### config.mk
export PLATFORM = sky130hd
export DESIGN_NAME = ppm_frame_decoder
export DESIGN_NICKNAME = d
export VERILOG_FILES = /design/src/hdl/ppmfd_pkg.sv /design/src/hdl/ppm_frame_decoder.sv
export SDC_FILE = /design/constraint.sdc
export NUM_CORES = 1
export LEC_CHECK = 0
export BUFFER_PORTS_ARGS = -buffer_cell sky130_fd_sc_hd__buf_4
export CAP_MARGIN = 0
export CELL_PAD_IN_SITES_DETAIL_PLACEMENT = 0
export CELL_PAD_IN_SITES_GLOBAL_PLACEMENT = 1
export CORE_UTILIZATION = 50
export DETAILED_ROUTE_END_ITERATION = 10
export PLACE_DENSITY_LB_ADDON = 0.15
export SYNTH_ARGS = -nofsm -noshare
export SYNTH_HDL_FRONTEND = slang
export SYNTH_SLANG_ARGS = --single-unit
export TNS_END_PERCENT = 10
### constraint.sdc
create_clock -name clk -period 6.74 [get_ports clk]
set_clock_uncertainty 0.2 [all_clocks]
set_input_delay 0.674 -clock clk [delete_from_list [all_inputs] [get_ports clk]]
set_output_delay 0.674 -clock clk [all_outputs]
set_load 0.05 [all_outputs]
### src/hdl/ppmfd_pkg.sv
// Package for the PPM frame decoder: sizes, register indexes, report kinds.
// Used by ppm_frame_decoder; no dependencies.
`default_nettype none

package ppmfd_pkg;

  // Channel slots held by the decoder
  localparam int MAX_CHANNELS = 14;
  localparam int CH_IDX_W     = $clog2(MAX_CHANNELS + 1);
  localparam int POS_IDX_W    = (MAX_CHANNELS > 1) ? $clog2(MAX_CHANNELS) : 1;

  // Field widths
  localparam int CNT_W       = 16;
  localparam int CHAN_W      = 4;
  localparam int KIND_W      = 2;
  localparam int CFG_ADDR_W  = 2;
  localparam int IN_DATA_W   = 8;
  localparam int OUT_DATA_W  = 24;

  // Reset values
  localparam logic [CNT_W-1:0] WRAP_TOP_RST  = 16'd60005;
  localparam logic [CNT_W-1:0] FRAME_GAP_RST = 16'd8000;
  localparam logic [CNT_W-1:0] MIN_WIDTH_RST = 16'd1500;
  localparam logic [CNT_W-1:0] MAX_WIDTH_RST = 16'd4500;
  localparam logic [CNT_W-1:0] CENTER_POS    = 16'd3000;

  // Configuration register indexes
  typedef enum logic [CFG_ADDR_W-1:0] {
    REG_WRAP_TOP  = 2'd0,
    REG_FRAME_GAP = 2'd1,
    REG_MIN_WIDTH = 2'd2,
    REG_MAX_WIDTH = 2'd3
  } cfg_reg_t;

  // Report kinds
  typedef enum logic [KIND_W-1:0] {
    KIND_FRAME    = 2'd0,
    KIND_STORED   = 2'd1,
    KIND_REJECTED = 2'd2,
    KIND_READ     = 2'd3
  } report_kind_t;

  // Input item function
  localparam logic FUNC_TICK = 1'b0;
  localparam logic FUNC_READ = 1'b1;

endpackage

`default_nettype wire

### src/hdl/ppm_frame_decoder.sv
// PPM frame decoder: classifies tick gaps between rising edges, stores channel
// positions and answers position reads. Uses ppmfd_pkg.
// Each accepted word's result is registered in the output register.
// Throughput: one word per cycle; the input stalls only while a result sits untaken.
// Reset (rst, synchronous): config to defaults, counter/index/count to zero,
// all positions to center; no clearing pass.
`default_nettype none

module ppm_frame_decoder (
  input  wire logic        clk,
  input  wire logic        rst,
  // configuration write port
  input  wire logic        cfg_we,
  input  wire logic [ppmfd_pkg::CFG_ADDR_W-1:0] cfg_addr,
  input  wire logic [ppmfd_pkg::CNT_W-1:0]      cfg_wdata,
  // input stream
  input  wire logic        s_axis_tvalid,
  output logic             s_axis_tready,
  input  wire logic [ppmfd_pkg::IN_DATA_W-1:0]  s_axis_tdata,  // rising_edge, read_channel[3:0], pad
  input  wire logic        s_axis_tuser,                       // func
  // result stream
  output logic             m_axis_tvalid,
  input  wire logic        m_axis_tready,
  output logic [ppmfd_pkg::OUT_DATA_W-1:0] m_axis_tdata,  // channel[3:0], width[15:0], ch_total[3:0]
  output logic [ppmfd_pkg::KIND_W-1:0]     m_axis_tuser   // report_kind[1:0]
);

  // configuration registers
  logic [ppmfd_pkg::CNT_W-1:0] wrap_top, frame_gap, min_width, max_width;

  // decoder state
  logic [ppmfd_pkg::CNT_W-1:0]    interval_counter, interval_counter_next;
  logic [ppmfd_pkg::CH_IDX_W-1:0] channel_index, channel_index_next;
  logic [ppmfd_pkg::CH_IDX_W-1:0] frame_channels, frame_channels_next;
  logic [ppmfd_pkg::CNT_W-1:0]    positions [ppmfd_pkg::MAX_CHANNELS];

  // input fields
  logic                        in_func;
  logic                        in_edge;
  logic [ppmfd_pkg::CHAN_W-1:0] in_rd;
  logic                        accept;

  // result computation
  logic                          res_valid;
  ppmfd_pkg::report_kind_t       res_kind;
  logic [ppmfd_pkg::CHAN_W-1:0]  res_chan;
  logic [ppmfd_pkg::CNT_W-1:0]   res_width;
  logic [ppmfd_pkg::CH_IDX_W-1:0] res_count;
  logic                          pos_we;
  logic [ppmfd_pkg::POS_IDX_W-1:0] pos_slot;
  logic [ppmfd_pkg::CH_IDX_W-1:0] idx_inc;
  logic [ppmfd_pkg::CH_IDX_W-1:0] slot_full;

  // output register
  logic                          out_valid;
  ppmfd_pkg::report_kind_t       out_kind;
  logic [ppmfd_pkg::CHAN_W-1:0]  out_chan;
  logic [ppmfd_pkg::CNT_W-1:0]   out_width;
  logic [ppmfd_pkg::CHAN_W-1:0]  out_count;

  assign in_func = s_axis_tuser;
  assign in_edge = s_axis_tdata[0];
  assign in_rd   = s_axis_tdata[4:1];

  assign s_axis_tready = !out_valid || m_axis_tready;
  assign accept        = s_axis_tvalid && s_axis_tready;

  // configuration writes
  always_ff @(posedge clk) begin
    if (rst) begin
      wrap_top  <= ppmfd_pkg::WRAP_TOP_RST;
      frame_gap <= ppmfd_pkg::FRAME_GAP_RST;
      min_width <= ppmfd_pkg::MIN_WIDTH_RST;
      max_width <= ppmfd_pkg::MAX_WIDTH_RST;
    end else if (cfg_we) begin
      unique case (ppmfd_pkg::cfg_reg_t'(cfg_addr))
        ppmfd_pkg::REG_WRAP_TOP:  wrap_top  <= cfg_wdata;
        ppmfd_pkg::REG_FRAME_GAP: frame_gap <= cfg_wdata;
        ppmfd_pkg::REG_MIN_WIDTH: min_width <= cfg_wdata;
        ppmfd_pkg::REG_MAX_WIDTH: max_width <= cfg_wdata;
        default: ;
      endcase
    end
  end

  // tick / edge classification and read lookup
  always_comb begin
    interval_counter_next = interval_counter;
    channel_index_next    = channel_index;
    frame_channels_next   = frame_channels;
    res_valid = 1'b0;
    res_kind  = ppmfd_pkg::KIND_READ;
    res_chan  = in_rd;
    res_width = '0;
    res_count = frame_channels;
    pos_we    = 1'b0;
    idx_inc   = channel_index;
    slot_full = '0;
    pos_slot  = '0;

    if (in_func == ppmfd_pkg::FUNC_READ) begin
      res_valid = 1'b1;
      if (32'(in_rd) < ppmfd_pkg::MAX_CHANNELS)
        res_width = positions[in_rd[ppmfd_pkg::POS_IDX_W-1:0]];
    end else begin
      // counter advance with wrap
      if (interval_counter >= wrap_top)
        interval_counter_next = '0;
      else
        interval_counter_next = interval_counter + 1'b1;

      if (in_edge) begin
        res_valid = 1'b1;
        res_width = interval_counter_next;
        interval_counter_next = '0;
        // saturating channel step
        if (32'(channel_index) < ppmfd_pkg::MAX_CHANNELS)
          idx_inc = channel_index + 1'b1;
        slot_full = idx_inc - 1'b1;
        pos_slot  = slot_full[ppmfd_pkg::POS_IDX_W-1:0];
        channel_index_next = idx_inc;

        if (res_width > frame_gap) begin
          res_kind  = ppmfd_pkg::KIND_FRAME;
          res_chan  = '0;
          frame_channels_next = idx_inc;
          res_count = idx_inc;
          channel_index_next = '0;
        end else if (res_width > min_width && res_width < max_width) begin
          res_kind = ppmfd_pkg::KIND_STORED;
          res_chan = ppmfd_pkg::CHAN_W'(slot_full);
          pos_we   = 1'b1;
        end else begin
          res_kind = ppmfd_pkg::KIND_REJECTED;
          res_chan = ppmfd_pkg::CHAN_W'(slot_full);
        end
      end
    end
  end

  // decoder state
  always_ff @(posedge clk) begin
    if (rst) begin
      interval_counter <= '0;
      channel_index    <= '0;
      frame_channels   <= '0;
    end else if (accept) begin
      interval_counter <= interval_counter_next;
      channel_index    <= channel_index_next;
      frame_channels   <= frame_channels_next;
    end
  end

  // stored positions
  always_ff @(posedge clk) begin
    if (rst) begin
      for (int i = 0; i < ppmfd_pkg::MAX_CHANNELS; i++)
        positions[i] <= ppmfd_pkg::CENTER_POS;
    end else if (accept && pos_we) begin
      positions[pos_slot] <= res_width;
    end
  end

  // output register
  always_ff @(posedge clk) begin
    if (rst) begin
      out_valid <= 1'b0;
    end else if (accept) begin
      out_valid <= res_valid;
    end else if (m_axis_tready) begin
      out_valid <= 1'b0;
    end
  end

  always_ff @(posedge clk) begin
    if (accept && res_valid) begin
      out_kind  <= res_kind;
      out_chan  <= res_chan;
      out_width <= res_width;
      out_count <= ppmfd_pkg::CHAN_W'(res_count);
    end
  end

  assign m_axis_tvalid = out_valid;
  assign m_axis_tuser  = out_kind;
  assign m_axis_tdata  = {out_count, out_width, out_chan};

`ifndef SYNTHESIS
  // input never stalls while the output register is empty
  a_ready_when_empty: assert property (@(posedge clk) disable iff (rst)
    !m_axis_tvalid |-> s_axis_tready)
    else $error("input stalled with empty output register");

  // a read or an edge always produces a result next cycle
  a_result_follows: assert property (@(posedge clk) disable iff (rst)
    (s_axis_tvalid && s_axis_tready && (s_axis_tuser || s_axis_tdata[0])) |=> m_axis_tvalid)
    else $error("result missing after read or edge");

  // channel index never exceeds MAX_CHANNELS
  a_index_range: assert property (@(posedge clk) disable iff (rst)
    32'(channel_index) <= ppmfd_pkg::MAX_CHANNELS)
    else $error("channel index out of range");
`endif

endmodule

`default_nettype wire

Word level (Yosys, flattened, before mapping)
Memories as Yosys holds them, arrays and structs flattened.
Index checks and enable logic that the tools add are counted.
Widths: inputs -> output; s select.
{"block": "totals", "ram_bits": 224, "word_cells": 79, "regBits": 115, "n_memories": 1}
{"name": "positions", "words": 14, "word_bits": 16, "rd": 1, "rd_ports_with_merged_regs": 0, "wr": 14, "line": "ppm_frame_decoder.sv:35", "source": "logic [ppmfd_pkg::CNT_W-1:0] positions [ppmfd_pkg::MAX_CHANNELS];"}
{"block": "classes", "reduce_logical": 16, "add_sub_neg": 3, "bitwise": 2, "n_lt_le_gt_ge": 6, "mux": 36, "eq_ne": 3}
{"op": "$mux 16", "count": 7}
{"op": "$mux 4", "count": 13}
{"op": "$gt 16x16->1", "count": 2}
{"op": "$add 16x1->16 const B", "count": 1}
{"op": "$ge 16x16->1", "count": 1}
{"op": "$lt 16x16->1", "count": 1}
{"op": "$reduce_or 16->1", "count": 1}
{"op": "$mux 1", "count": 14}
{"op": "$reduce_and 2->1", "count": 5}
{"op": "$lt 4x4->1 const B", "count": 2}
{"op": "$add 4x1->4 const B", "count": 1}
{"op": "$eq 2x2->1 const B", "count": 2}
{"op": "$logic_and 1x1->1", "count": 4}
{"op": "$mux 2", "count": 2}
{"op": "$sub 4x1->4 const B", "count": 1}
{"op": "$reduce_and 3->1", "count": 1}
{"op": "$eq 2x1->1 const B", "count": 1}
{"op": "$logic_not 2->1", "count": 1}
{"op": "$not 1->1", "count": 2}
{"op": "$reduce_bool 2->1", "count": 1}
{"op": "$reduce_or 2->1", "count": 1}
{"op": "$logic_not 1->1", "count": 1}
{"op": "$logic_or 1x1->1", "count": 1}

Depth between registers and ports, before layout
{"block": "logic_depth", "word_depth": 15, "ltp_mapped": 20, "mapped_depth_nobuf": 16}

Least setup slack after synthesis
Ideal clock, no wire load.
{"block": "synth_path", "path_kind": "flip-flop to flip-flop", "start": "register interval_counter[0] in the netlist's numbering", "end": "memory positions[8][0] in the netlist's numbering, enable pin", "required_time_ns": 6.165, "setup_ns": 0.375, "stages_incl_launch_ff": 19, "setup_slack_ns": 2.018, "arrival_ns": 4.148, "cell_sequence": "dfxtp_1 > inv_1 > ha_1 > nand2b_1 > a2111o_1 > a221oi_2 > o21ai_2 > clkbuf_1 > inv_1 > and2_1 > ha_1 > nand3_1 > or4_1 > o21ai_1 > a31oi_1 > a211oi_2 > buf_2 > nand4_2 > nand2b_1"}
{"element": "start: declaration", "line": "ppm_frame_decoder.sv:32", "source": "logic [ppmfd_pkg::CNT_W-1:0] interval_counter, interval_counter_next;"}
{"element": "start signal: assignment", "line": "ppm_frame_decoder.sv:148", "source": "interval_counter <= interval_counter_next;"}
{"element": "end: declaration", "line": "ppm_frame_decoder.sv:35"}

==> results.tsv <==
metric	value	unit
fmax	170	MHz
gp_congestion	0.860	
dr_wl_met3	2250	µm
relSlewSlack	18.3	%
drc	0	
pwr-share-seq	50.1	%
synth-edff-count	250	
combPwrFrac	8.1	%
p_sw_share	23.7	%
power	4.60	mW
die_w	183	µm
drt-pass1-iter-count	6	
clockPowerShare	41.8	%
setup-violations-final	0	
worst_ep_arrival_time	5.93	ns
min_period	5.89	ns
antenna_found_initial	0	
grt_pass1_vias	10900	
dr.first_iter.drc_count	1143	
min_period_over_period	87.4	%
clk_path_buf_depth	3	
final_area	18600	µm²
layout.cells.most_common_list	edfxtp_1 (250), nand2_1 (246), nor2_1 (189)	
final_common_cell	edfxtp_1	
netlist_area	16400	µm²
synthArstFlopShare	0	%
avgRoutedWirePerCell	20.5	µm
postCtsHoldBufs	0	
synth-main-ff-cell	edfxtp_1	
switching_power	1.09	mW
leakage	7.16	nW
cts.sinks	339	
die_area	33600	µm²
ys_ff_latch	339	
clk_latency	0.54	ns
htree_num_levels	2	
rsz0062_at_grt	no	
drv_slew	0	
initial_core_util	50.7	%
synth_warnings	0	
p_int	3.51	mW
path_clk_slew	0.06	ns
worstPathRequired	6.78	ns
status	completed	
drive_above_1_share	15.1	%
drt-met1-wl	19600	µm
die_h	183	µm
num_rows	66	
coreArea	32500	µm²
via_per_inst	5.66	
grt_pass1_wl	64000	µm
clock-root-buffer	clkbuf_16	
cp-end-kind	flip-flop	
grt_max_degree	67	
yosysUniqueCellTypes	63	
wirelength	41100	µm
crit_fanout	20	
cts_setup_buffers	0	
n_antenna_cell	0	
hold_viol	0	
pre_cts_slack	0.856	ns
grt_overflow	0	
powerDensity	247	nW/µm²
cts_tree	yes	
track_usage	25.3	%
synthesis.instances	1476	
nets	1631	
worstSetupStartpointType	flip-flop	
hp-class	in2reg	
synth_area_per_cell	11.1	µm²
io_pins	60	
top_layer_used	met4	
worstSetupPathType	reg2reg	
setup_tns	0	ns
ant_nets	0	
hpwlAfterDp	28100	µm
worst_pin_slew	1.22	ns
yosysSeqAreaShare	56.5	%
cts_buffers	37	
met2_length	18300	µm
area_delta_synth_final	13.3	%
rr_worst_depth	17	
fill_cells	2761	
setup_slack	0.851	ns
syn_nets	1574	
hold_depth	2	
cap_violations	0	
io_buffer_count	56	
dpl_cell_area	17500	µm²
ir_drop	209	µV
cts_resized	0	
vias	11300	
state kept, by name, indices dropped and copies added, names as in the netlist, 2 cells and up:
signal,count
min_width,16
wrap_top,16
interval_counter,16
out_count,4
frame_channels,4
out_chan,4
channel_index,4
out_width,16
positions,224
frame_gap,16
max_width,16
m_axis_tuser,2
layout make-up:
class	count	area (µm²)	share of cell area, %
Clock buffer	50	975	5.23
Clock inverter	17	159	0.853
Inverter	102	383	2.05
Multi-Input combinational cell	943	6360	34.1
Sequential cell	339	9290	49.8
Tap cell	442	553	2.97
Timing Repair Buffer	110	913	4.90
cells in the mapped netlist, types with 4 or more instances:
master | count | area share (%)
a21oi_1 | 67 | 2.0
mux4_2 | 48 | 6.6
and4_1 | 14 | 0.75
nor2_1 | 190 | 4.3
buf_2 | 32 | 0.97
clkbuf_1 | 41 | 0.94
mux2i_1 | 33 | 2.0
xor2_1 | 11 | 0.59
edfxtp_1 | 250 | 46
nand2b_1 | 19 | 0.72
nand3b_1 | 10 | 0.46
and3_1 | 5 | 0.19
a211oi_1 | 5 | 0.23
buf_4 | 13 | 0.59
a31oi_1 | 4 | 0.15
a21o_1 | 5 | 0.23
and2_1 | 4 | 0.15
nor3_1 | 10 | 0.30
a311oi_1 | 4 | 0.21
nand3_1 | 21 | 0.64
ha_1 | 66 | 5.0
a211o_1 | 22 | 1.2
o22ai_1 | 15 | 0.57
o21ai_0 | 33 | 1.0
nor2b_1 | 11 | 0.42
xnor2_1 | 6 | 0.32
dfxtp_1 | 89 | 11
buf_1 | 6 | 0.14
nand4_1 | 7 | 0.27
nor3b_1 | 5 | 0.23
nand4_2 | 14 | 1.1
nand2_1 | 246 | 5.6
inv_1 | 102 | 2.3
a22oi_1 | 26 | 1.2
worst paths after layout:
kind	start	end	slack [ns]
max	interval_counter[0]	positions[11][3]	0.85
max reg2reg	interval_counter[0]	positions[11][3]	0.85
min reg2reg	wrap_top[7]	wrap_top[7]	0.25
min	cfg_wdata[13]	wrap_top[13]	0.19
logic make-up (layout without fill, tap and decap cells):
group                      after synthesis  count (layout)  share of synthesized area (%)
AOI/OAI and AO/OA                      207             207                           8.21
muxes                                   82              82                           8.65
xor gates and xnor gates                17              17                          0.905
and+or+nand+nor                        571             571                           15.8
adders and majority gates               66              66                           5.02
buffers and inverters                  194             279                           4.97
DFF                                    339             339                           56.5
critical path, stage by stage, from the launching register on:
cell	delay, ns
dfxtp_1	0.44
inv_1	0.13
ha_1	0.27
nand2b_1	0.13
a2111o_1	0.45
a221oi_2	0.35
o21ai_2	0.33
nor2_1	0.58
ha_1	0.36
nand4_1	0.14
nor3_1	0.09
nor4_1	0.38
nand2_1	0.16
a211oi_4	0.58
buf_12	0.24
nand4_2	0.11
nand2b_1	0.41
buf_12	0.22
routing by layer:
metal | GRT usage (%) | vias up
met3 | 2.60 | 62
met5 | 0 | -
li1 | - | 5370
met2 | 38.1 | 327
met4 | 6.63 | 0
met1 | 38.9 | 5568
power groups by stage:
stage,logic [mW],registers (mW),clock network (mW)
floorplan,0.208,2.38,0
global placement,0.371,2.35,0
detailed placement,0.376,2.35,0
CTS,0.377,2.30,1.95
global route,0.408,2.31,2.03
finish,0.374,2.30,1.92
stage by stage:
stage / hold slack [ns] / std cells / utilization [%]
floorplan: 0.236 / 1476 / -
global placement: 0.244 / 1936 / 53.9
detailed placement: 0.246 / 1936 / 53.9
CTS: 0.172 / 2003 / 57.4
global route: 0.180 / 2003 / 57.4
finish: 0.194 / 2003 / 57.4
Power figures use the tool's default switching activity.
